## config.mk

```make
export PLATFORM = sky130hd
export DESIGN_NAME = text_cell_layout_gb2312_flat
export DESIGN_NICKNAME = d
export VERILOG_FILES = /design/src/rtl/core/tcl_pkg.sv /design/src/rtl/core/tcl_char_if.sv /design/src/rtl/core/tcl_cell_if.sv /design/src/rtl/core/text_cell_layout_gb2312.sv /design/src/flat_wrapper.sv
export SDC_FILE = /design/constraint.sdc
export NUM_CORES = 1
export LEC_CHECK = 0
export ABC_AREA = 1
export BUFFER_PORTS_ARGS = -buffer_cell sky130_fd_sc_hd__buf_2
export CAP_MARGIN = 20
export CORE_MARGIN = 2
export CORE_UTILIZATION = 60
export DETAILED_ROUTE_END_ITERATION = 8
export PLACE_DENSITY = 0.81
export SLEW_MARGIN = 5
export SYNTH_ARGS = -nofsm -noshare
export SYNTH_HDL_FRONTEND = slang
export SYNTH_SLANG_ARGS = --single-unit
```

## constraint.sdc

```tcl
create_clock -name clk -period 6.96 [get_ports clk]
set_input_delay 0 -clock clk [delete_from_list [all_inputs] [get_ports clk]]
set_output_delay 0 -clock clk [all_outputs]
set_load 0.02 [all_outputs]
```

## src/rtl/core/tcl_pkg.sv

```systemverilog
`timescale 1ns / 1ps
// Shared types and constants of the GB2312 text cell layout block.
package tcl_pkg;

    // Grid size
    localparam int ROWS = 10;
    localparam int COLS = 20;

    localparam int ROW_W = 4;
    localparam int COL_W = 5;

    // Wrap indent saturates so that a wide glyph always fits after a wrap.
    localparam logic [COL_W-1:0] INDENT_MAX = COL_W'(COLS - 3);

    // Request codes
    localparam logic ACT_START = 1'b0;
    localparam logic ACT_BYTE  = 1'b1;

    // Result codes
    localparam logic KIND_CELL = 1'b0;
    localparam logic KIND_DONE = 1'b1;

    // Control bytes
    localparam logic [7:0] CHR_NUL = 8'h00;
    localparam logic [7:0] CHR_LF  = 8'h0A;
    localparam logic [7:0] CHR_CR  = 8'h0D;

    // GB2312 lead byte ranges and glyph code bases
    localparam logic [7:0]  GB_LEAD_LO1  = 8'hA1;
    localparam logic [7:0]  GB_LEAD_HI1  = 8'hA9;
    localparam logic [7:0]  GB_LEAD_LO2  = 8'hB0;
    localparam logic [7:0]  GB_LEAD_HI2  = 8'hF7;
    localparam logic [7:0]  GB_GAP       = 8'h06;
    localparam logic [7:0]  GB_CODE_BASE = 8'hA1;
    localparam logic [15:0] GB_ZONE_SPAN = 16'd94;
    localparam logic [15:0] GB_GLYPH_BASE    = 16'h4000;
    localparam logic [15:0] ASCII_GLYPH_BASE = 16'h2000;

    // Most results one request can cause
    localparam int RES_DEPTH = 3;
    localparam int RES_CNT_W = $clog2(RES_DEPTH + 1);

    typedef struct packed {
        logic             action;
        logic [ROW_W-1:0] start_row;
        logic [COL_W-1:0] start_col;
        logic [COL_W-1:0] indent;
        logic [7:0]       char_byte;
    } tcl_char_t;

    typedef struct packed {
        logic             kind;
        logic [ROW_W-1:0] cell_row;
        logic [COL_W-1:0] cell_col;
        logic [15:0]      glyph;
        logic [7:0]       line_count;
        logic             last;
    } tcl_cell_t;

endpackage

```

## src/rtl/core/tcl_char_if.sv

```systemverilog
`timescale 1ns / 1ps
// Request channel carrying start items and string bytes.
interface tcl_char_if import tcl_pkg::*; ();
    logic      valid;
    logic      ready;
    tcl_char_t data;

    modport source (output valid, output data, input ready);
    modport sink   (input valid, input data, output ready);
endinterface

```

## src/rtl/core/tcl_cell_if.sv

```systemverilog
`timescale 1ns / 1ps
// Result channel carrying cell writes and done reports.
interface tcl_cell_if import tcl_pkg::*; ();
    logic      valid;
    logic      ready;
    tcl_cell_t data;

    modport source (output valid, output data, input ready);
    modport sink   (input valid, input data, output ready);
endinterface

```

## src/rtl/core/text_cell_layout_gb2312.sv

```systemverilog
`timescale 1ns / 1ps
// Top level of the GB2312 text cell layout block.
//
//   Channel | Direction | Carries
//   --------+-----------+---------------------------------------------
//   chars   | sink      | start items and string bytes, one per request
//   cells   | source    | cell writes and done reports, one per handshake
//
// A request is taken into an input register, processed once the result buffer is free, and its
// results (zero to three) are loaded into a result buffer.
// The result port drains one result per cycle while cells is ready; the next request can wait
// in the input register while the buffer drains.
// The next request is processed in the cycle the buffer gives up its last result.
// Reset clears the position, the held lead byte and the buffer; the block is idle.
// A stall on cells holds the buffer and, once the input register is full, chars.
module text_cell_layout_gb2312 import tcl_pkg::*; (
    input  logic        clk,
    input  logic        rst_n,
    tcl_char_if.sink    chars,
    tcl_cell_if.source  cells
);

    localparam logic [ROW_W:0] ROW_LIMIT = (ROW_W + 1)'(ROWS);
    localparam logic [COL_W:0] COL_LIMIT = (COL_W + 1)'(COLS);

    // Input register
    logic            chr_vld_reg, chr_vld_next;
    tcl_char_t       chr_reg, chr_next;

    // Layout state
    logic [ROW_W-1:0] cur_row_reg, cur_row_next;
    logic [COL_W-1:0] cur_col_reg, cur_col_next;
    logic [COL_W-1:0] indent_reg, indent_next;
    logic [7:0]       lines_reg, lines_next;
    logic             pend_reg, pend_next;
    logic [7:0]       lead_reg, lead_next;
    logic             active_reg, active_next;

    // Result buffer, drained from entry 0
    tcl_cell_t            res_reg [RES_DEPTH];
    tcl_cell_t            res_next [RES_DEPTH];
    tcl_cell_t            res_new [RES_DEPTH];
    logic [RES_CNT_W-1:0] rem_reg, rem_next;
    logic [RES_CNT_W-1:0] res_n;

    logic out_fire, in_fire, buf_free, proc_fire;

    logic [ROW_W:0]   row_inc;
    logic [COL_W:0]   col_inc, col_inc2;
    logic [COL_W-1:0] ind_sat;
    logic [7:0]       b;
    logic [7:0]       lead_adj, zone;
    logic [15:0]      gsum, glyph_hi, glyph_lo, glyph_asc;
    logic             is_lead;

    function automatic tcl_cell_t make_res(logic kind, logic [ROW_W-1:0] row,
                                           logic [COL_W-1:0] col, logic [15:0] glyph,
                                           logic [7:0] lines);
        tcl_cell_t r;
        r.kind       = kind;
        r.cell_row   = row;
        r.cell_col   = col;
        r.glyph      = glyph;
        r.line_count = lines;
        r.last       = 1'b0;
        return r;
    endfunction

    assign out_fire  = cells.valid && cells.ready;
    assign in_fire   = chars.valid && chars.ready;
    assign buf_free  = (rem_reg == '0) || ((rem_reg == RES_CNT_W'(1)) && out_fire);
    assign proc_fire = chr_vld_reg && buf_free;

    assign chars.ready = !chr_vld_reg || proc_fire;
    assign cells.valid = (rem_reg != '0);
    assign cells.data  = res_reg[0];

    // Datapath terms for the request in the input register
    assign b         = chr_reg.char_byte;
    assign row_inc   = {1'b0, cur_row_reg} + (ROW_W + 1)'(1);
    assign col_inc   = {1'b0, cur_col_reg} + (COL_W + 1)'(1);
    assign col_inc2  = {1'b0, cur_col_reg} + (COL_W + 1)'(2);
    assign ind_sat   = (chr_reg.indent > INDENT_MAX) ? INDENT_MAX : chr_reg.indent;
    assign lead_adj  = (lead_reg >= GB_LEAD_LO2) ? (lead_reg - GB_GAP) : lead_reg;
    assign zone      = lead_adj - GB_CODE_BASE;
    assign gsum      = ({8'h00, zone} * GB_ZONE_SPAN) + ({8'h00, b} - {8'h00, GB_CODE_BASE});
    assign glyph_hi  = {gsum[14:0], 1'b0} + GB_GLYPH_BASE;
    assign glyph_lo  = {glyph_hi[15:1], 1'b1};
    assign glyph_asc = ASCII_GLYPH_BASE + {8'h00, b};
    assign is_lead   = ((b >= GB_LEAD_LO1) && (b <= GB_LEAD_HI1))
                    || ((b >= GB_LEAD_LO2) && (b <= GB_LEAD_HI2));

    always_comb
    begin
        cur_row_next = cur_row_reg;
        cur_col_next = cur_col_reg;
        indent_next  = indent_reg;
        lines_next   = lines_reg;
        pend_next    = pend_reg;
        lead_next    = lead_reg;
        active_next  = active_reg;
        res_n        = '0;
        for (int i = 0; i < RES_DEPTH; i++)
        begin
            res_new[i] = '0;
        end

        if (proc_fire)
        begin
            if (chr_reg.action == ACT_START)
            begin
                pend_next   = 1'b0;
                lead_next   = '0;
                indent_next = ind_sat;
                lines_next  = 8'd1;
                if ({1'b0, chr_reg.start_row} >= ROW_LIMIT)
                begin
                    cur_row_next = chr_reg.start_row;
                    cur_col_next = chr_reg.start_col;
                    active_next  = 1'b0;
                    res_new[0]   = make_res(KIND_DONE, chr_reg.start_row,
                                            chr_reg.start_col, 16'h0000, 8'd0);
                    res_n        = RES_CNT_W'(1);
                end
                else if ({1'b0, chr_reg.start_col} >= COL_LIMIT)
                begin
                    // Start column past the edge moves to the indent on the next row.
                    cur_row_next = chr_reg.start_row + ROW_W'(1);
                    cur_col_next = ind_sat;
                    if (({1'b0, chr_reg.start_row} + (ROW_W + 1)'(1)) >= ROW_LIMIT)
                    begin
                        active_next = 1'b0;
                        res_new[0]  = make_res(KIND_DONE, chr_reg.start_row + ROW_W'(1),
                                               ind_sat, 16'h0000, 8'd1);
                        res_n       = RES_CNT_W'(1);
                    end
                    else
                    begin
                        active_next = 1'b1;
                    end
                end
                else
                begin
                    cur_row_next = chr_reg.start_row;
                    cur_col_next = chr_reg.start_col;
                    active_next  = 1'b1;
                end
            end
            else if (active_reg)
            begin
                if (pend_reg)
                begin
                    pend_next = 1'b0;
                    if (col_inc >= COL_LIMIT)
                    begin
                        // Wide glyph at the last column: blank it and wrap first.
                        res_new[0]   = make_res(KIND_CELL, cur_row_reg, cur_col_reg,
                                                16'h0000, 8'd0);
                        cur_row_next = row_inc[ROW_W-1:0];
                        if (row_inc >= ROW_LIMIT)
                        begin
                            cur_col_next = indent_reg;
                            active_next  = 1'b0;
                            res_new[1]   = make_res(KIND_DONE, row_inc[ROW_W-1:0],
                                                    indent_reg, 16'h0000, lines_reg);
                            res_n        = RES_CNT_W'(2);
                        end
                        else
                        begin
                            cur_col_next = indent_reg + COL_W'(2);
                            res_new[1]   = make_res(KIND_CELL, row_inc[ROW_W-1:0],
                                                    indent_reg, glyph_hi, 8'd0);
                            res_new[2]   = make_res(KIND_CELL, row_inc[ROW_W-1:0],
                                                    indent_reg + COL_W'(1), glyph_lo, 8'd0);
                            res_n        = RES_CNT_W'(3);
                        end
                    end
                    else
                    begin
                        res_new[0] = make_res(KIND_CELL, cur_row_reg, cur_col_reg,
                                              glyph_hi, 8'd0);
                        res_new[1] = make_res(KIND_CELL, cur_row_reg, col_inc[COL_W-1:0],
                                              glyph_lo, 8'd0);
                        res_n      = RES_CNT_W'(2);
                        if (col_inc2 >= COL_LIMIT)
                        begin
                            cur_col_next = indent_reg;
                            cur_row_next = row_inc[ROW_W-1:0];
                            if (row_inc >= ROW_LIMIT)
                            begin
                                active_next = 1'b0;
                                res_new[2]  = make_res(KIND_DONE, row_inc[ROW_W-1:0],
                                                       indent_reg, 16'h0000, lines_reg);
                                res_n       = RES_CNT_W'(3);
                            end
                        end
                        else
                        begin
                            cur_col_next = col_inc2[COL_W-1:0];
                        end
                    end
                end
                else if (b == CHR_NUL)
                begin
                    active_next = 1'b0;
                    res_new[0]  = make_res(KIND_DONE, cur_row_reg, cur_col_reg,
                                           16'h0000, lines_reg);
                    res_n       = RES_CNT_W'(1);
                end
                else if (b == CHR_LF)
                begin
                    cur_row_next = row_inc[ROW_W-1:0];
                    if (row_inc >= ROW_LIMIT)
                    begin
                        active_next = 1'b0;
                        res_new[0]  = make_res(KIND_DONE, row_inc[ROW_W-1:0], cur_col_reg,
                                               16'h0000, lines_reg);
                        res_n       = RES_CNT_W'(1);
                    end
                    else if (lines_reg != 8'hFF)
                    begin
                        lines_next = lines_reg + 8'd1;
                    end
                end
                else if (b == CHR_CR)
                begin
                    cur_col_next = '0;
                end
                else if (is_lead)
                begin
                    lead_next = b;
                    pend_next = 1'b1;
                end
                else
                begin
                    res_new[0] = make_res(KIND_CELL, cur_row_reg, cur_col_reg,
                                          glyph_asc, 8'd0);
                    res_n      = RES_CNT_W'(1);
                    if (col_inc >= COL_LIMIT)
                    begin
                        cur_col_next = indent_reg;
                        cur_row_next = row_inc[ROW_W-1:0];
                        if (row_inc >= ROW_LIMIT)
                        begin
                            active_next = 1'b0;
                            res_new[1]  = make_res(KIND_DONE, row_inc[ROW_W-1:0],
                                                   indent_reg, 16'h0000, lines_reg);
                            res_n       = RES_CNT_W'(2);
                        end
                    end
                    else
                    begin
                        cur_col_next = col_inc[COL_W-1:0];
                    end
                end
            end
        end

        for (int i = 0; i < RES_DEPTH; i++)
        begin
            res_new[i].last = ((RES_CNT_W'(i) + RES_CNT_W'(1)) == res_n);
        end
    end

    // Input register and result buffer next values
    always_comb
    begin
        chr_vld_next = chr_vld_reg;
        chr_next     = chr_reg;
        if (in_fire)
        begin
            chr_vld_next = 1'b1;
            chr_next     = chars.data;
        end
        else if (proc_fire)
        begin
            chr_vld_next = 1'b0;
        end

        rem_next = rem_reg;
        for (int i = 0; i < RES_DEPTH; i++)
        begin
            res_next[i] = res_reg[i];
        end
        if (proc_fire)
        begin
            rem_next = res_n;
            for (int i = 0; i < RES_DEPTH; i++)
            begin
                res_next[i] = res_new[i];
            end
        end
        else if (out_fire)
        begin
            rem_next = rem_reg - RES_CNT_W'(1);
            for (int i = 0; i < RES_DEPTH - 1; i++)
            begin
                res_next[i] = res_reg[i+1];
            end
        end
    end

    always_ff @(posedge clk or negedge rst_n)
    begin
        if (!rst_n)
        begin
            chr_vld_reg <= 1'b0;
            rem_reg     <= '0;
            cur_row_reg <= '0;
            cur_col_reg <= '0;
            indent_reg  <= '0;
            lines_reg   <= 8'd1;
            pend_reg    <= 1'b0;
            lead_reg    <= '0;
            active_reg  <= 1'b0;
        end
        else
        begin
            chr_vld_reg <= chr_vld_next;
            rem_reg     <= rem_next;
            cur_row_reg <= cur_row_next;
            cur_col_reg <= cur_col_next;
            indent_reg  <= indent_next;
            lines_reg   <= lines_next;
            pend_reg    <= pend_next;
            lead_reg    <= lead_next;
            active_reg  <= active_next;
        end
    end

    always_ff @(posedge clk)
    begin
        chr_reg <= chr_next;
        for (int i = 0; i < RES_DEPTH; i++)
        begin
            res_reg[i] <= res_next[i];
        end
    end

    // The buffer never holds more results than one request can cause.
    a_rem_bound: assert property (@(posedge clk) disable iff (!rst_n)
        rem_reg <= RES_CNT_W'(RES_DEPTH))
        else $error("result buffer count out of range");

    // A done report is always the final result of its request.
    a_done_last: assert property (@(posedge clk) disable iff (!rst_n)
        (out_fire && (cells.data.kind == KIND_DONE)) |-> cells.data.last)
        else $error("done report not marked last");

    // After the last result leaves with nothing new loaded, the port goes quiet.
    a_last_drains: assert property (@(posedge clk) disable iff (!rst_n)
        (out_fire && cells.data.last && !proc_fire) |=> !cells.valid)
        else $error("result left over after last");

    // While a string is active the position stays on the grid.
    a_pos_on_grid: assert property (@(posedge clk) disable iff (!rst_n)
        active_reg |-> (({1'b0, cur_col_reg} < COL_LIMIT)
                        && ({1'b0, cur_row_reg} < ROW_LIMIT)))
        else $error("active position off the grid");

    // A held lead byte only exists while a string is active.
    a_pend_active: assert property (@(posedge clk) disable iff (!rst_n)
        pend_reg |-> active_reg)
        else $error("lead byte held while idle");

endmodule
```

## src/flat_wrapper.sv

```systemverilog
// flat-port wrapper written by rule: the top's interface ports become plain ports
module text_cell_layout_gb2312_flat import tcl_pkg::*;
  (clk, rst_n, chars_valid, chars_data, chars_ready, cells_valid, cells_data, cells_ready);
  tcl_char_if chars_i ();
  tcl_cell_if cells_i ();
  input  logic clk;
  input  logic rst_n;
  input wire logic [$bits(chars_i.valid)-1:0] chars_valid;
  input wire logic [$bits(chars_i.data)-1:0] chars_data;
  output wire logic [$bits(chars_i.ready)-1:0] chars_ready;
  output wire logic [$bits(cells_i.valid)-1:0] cells_valid;
  output wire logic [$bits(cells_i.data)-1:0] cells_data;
  input wire logic [$bits(cells_i.ready)-1:0] cells_ready;
  assign chars_i.valid = chars_valid;
  assign chars_i.data = chars_data;
  assign chars_ready = chars_i.ready;
  assign cells_valid = cells_i.valid;
  assign cells_data = cells_i.data;
  assign cells_i.ready = cells_ready;
  text_cell_layout_gb2312 u_core (.clk(clk), .rst_n(rst_n), .chars(chars_i), .cells(cells_i));
endmodule
```

==> flow_metrics.py <==
metrics = {
    "critical_path": {
        "endpoint_kind": "flip-flop",
        "r2r_cells": 35,
        "cp.depth": 35,
        "crit_slowest_cell": "fa_1",
        "cp_data_arrival_time_ns": 6.55,
        "cp_max_fo": 5,
        "critPathTopFamily": "simple AND/OR/NAND/NOR gates",
        "required_ns": 7.15,
        "worst-path-buf-inv": 6,
        "start_kind": "flip-flop",
        "critical_path_class": "flip-flop to flip-flop",
        "crit_path_max_incr_delay_ns": 0.52,
    },
    "global_routing": {
        "grt-ovfl-total": 0,
        "grt_max_degree": 74,
        "grt_pass1_vias": 8175,
        "antenna_found_initial": 0,
        "groute.usage.overall_pct": 27.76,
        "grt_pass1_wl_mm": 40.43,
    },
    "floorplanning": {
        "dieArea_sq_um": 18810,
        "die_h_microns": 137.2,
        "rows": 48,
        "boundaryPins": 64,
        "core_sq_um": 17300,
        "start_util_pct": 61.52,
        "die_x_microns": 137.2,
    },
    "logic_synthesis": {
        "seq_area_frac_synth_pct": 44.37,
        "synth-edff-count": 128,
        "synthCells": 1227,
        "ys.flop_type": "edfxtp_1",
        "async_flop_share_pct": 21.47,
        "synth_top_area_share_pct": 36.12,
        "synth.distinct_cells": 57,
        "synth_nets": 1330,
        "syn_area_per_cell_sq_um": 8.672,
        "synth_area_leaders": "edfxtp_1, nand2_1, dfrtp_1, ha_1, inv_1",
        "synth_area_sq_um": 10640,
        "ys_ff_latch": 163,
        "synth_warnings": 0,
        "yosys.area.top_type": "edfxtp_1",
    },
    "cts": {
        "insertion_delay_ns": 0.44,
        "numCtsBuffers": 17,
        "h-tree-depth": 4,
        "cts_tree": "done",
        "cts_buffer_depth": 2,
        "clock-sinks": 163,
        "root_buffer": "clkbuf_16",
        "cts.clk_slew.worst_paths_ns": 0.07,
    },
    "sta": {
        "setup_viol": 0,
        "setup-tns-final_ns": 0,
        "grt_setup_unrepaired": "false",
        "min_period_over_period_pct": 91.30,
        "worst_slew_pin_slew_ns": 0.9974,
        "finalClockSkew_ns": 0.01842,
        "max_freq_ghz": 0.1574,
        "hold_viol_final": 0,
        "slew_headroom_pct": 33.51,
        "period_needed_ns": 6.354,
        "maxSlewViolCount": 0,
    },
    "route": {
        "vias": 8683,
        "totalWireLength_mm": 25.00,
        "routedWlPerCell_microns": 16.53,
        "ant_nets": 0,
        "routed_via_density": 5.743,
        "drt_iter0_drc": 791,
        "route.detailed.drc": 0,
        "drt_first_pass_iters": 6,
    },
    "placement": {
        "dpl.hpwl_mm": 17.69,
        "portBuffers": 63,
        "placed_cell_area_sq_um": 10860,
        "place_congestion": 0.9615,
    },
    "final_layout": {
        "nNetsFinal": 1377,
        "largest_reg_flops": 105,
        "design_area_sq_um": 11720,
        "mostFrequentLayoutCells": "nand2_1, inv_1, edfxtp_1, nor2_1, nand3_1",
        "n_fill_cell": 1396,
        "drive_gt1_share_pct": 12.28,
        "final_common_cell": "nand2_1",
        "syn_to_final_growth_pct": 10.11,
        "antenna_cells": 0,
    },
    "run_status": {
        "status": "finished, final reports clean",
    },
    "min_path": {
        "min_path_type": "input port to asynchronous set/reset pin",
    },
    "job": {
        "cap_violations": 0,
    },
}
metrics by stage:
stage	hold slack [ns]	util, %	setup slack (ns)	instances
after floorplan	-0.2956	-	1.129	1227
after global placement	0.1544	62.79	0.8442	1452
after detailed placement	0.1632	62.79	0.5405	1452
after CTS	0.2424	67.63	0.5296	1511
after global routing	0.2774	67.74	0.07660	1512
final	0.2400	67.74	0.6058	1512
what timing repair did:
item,CTS,global route
setup buffers,0,0
hold buffers,27,0
hold endpoints to repair,59,0
endpoints found under the setup margin,0,1
resized for setup,0,1
layer usage:
metal,part of all wire [%],up-vias,track usage [%],wire (microns)
met5,0,-,0,0
li1,-,4177,-,-
met2,47,387,44.00,11690
met1,43,4080,38.53,10630
met3,9.3,39,7.037,2329
met4,1.4,0,6.644,347
synth_stat cells, types with 5 or more instances:
cell type  count
buf_4         37
xor2_1        25
nor3_1        12
o211ai_1       6
o22ai_1        9
o21ai_1       27
a31oi_1        5
o31ai_1       15
buf_2         13
o221ai_1       9
ha_1          60
nand3_1       74
dfrtp_1       34
nor2_2        14
nor2_1        98
o21ai_0       69
nand2_1      263
edfxtp_1     128
nand2_2        9
inv_2         17
fa_1          16
a21oi_1       48
clkbuf_1      13
inv_1        159
nand4_1       12
xnor2_1       11
cells by family (layout without fill, tap and decap cells):
kind of cell             Yosys count  count (layout)  synth area share (%)
adder cells (fa/ha/maj)           76              76                 10.07
AO/OA/AOI/OAI                    213             213                 11.95
flip-flops                       163             163                 44.37
XOR/XNOR                          40              40                 3.681
AND/OR/NAND/NOR                  492             492                 19.83
multiplexers                       1               1                0.1058
buffers and inverters            242             302                 10.01
worst reg2reg max path: cells and delay by family (launching register included):
kind	cells	cell delay [ns]
AND/OR/NAND/NOR	19	2.14
AO/OA/AOI/OAI	3	0.43
buffers and inverters	6	0.42
adder cells (fa/ha/maj)	5	2.11
XOR/XNOR	2	0.58
flip-flops	1	0.43
path summary, 6_finish.rpt:
kind                                        from                     to  slack [ns]
max                           u_core.lead_reg[4]  u_core.res_reg[0][24]        0.61
min                                        rst_n    u_core.lines_reg[6]        0.24
max reg2reg                   u_core.lead_reg[4]  u_core.res_reg[0][24]        0.61
min reg2reg                u_core.res_reg[0][79]  u_core.res_reg[0][44]        0.52
max in group asynchronous                  rst_n     u_core.lead_reg[2]        6.13
min in group clk                  chars_data[16]     u_core.chr_reg[16]        0.28
area by class of cell:
| type | count | area [sq um] | area share, % |
|---|---|---|---|
| multi-input combinational | 822 | 4867 | 41.54 |
| sequential | 163 | 4721 | 40.29 |
| inverter | 176 | 660.6 | 5.639 |
| timing repair buffer | 94 | 619.3 | 5.286 |
| clock buffer | 18 | 429.2 | 3.663 |
| tap | 225 | 281.5 | 2.403 |
| clock inverter | 14 | 137.6 | 1.175 |
Power is left out: the tool's default activity adds up to more than one toggle a clock period on the data nets, which glitch-free logic cannot reach.
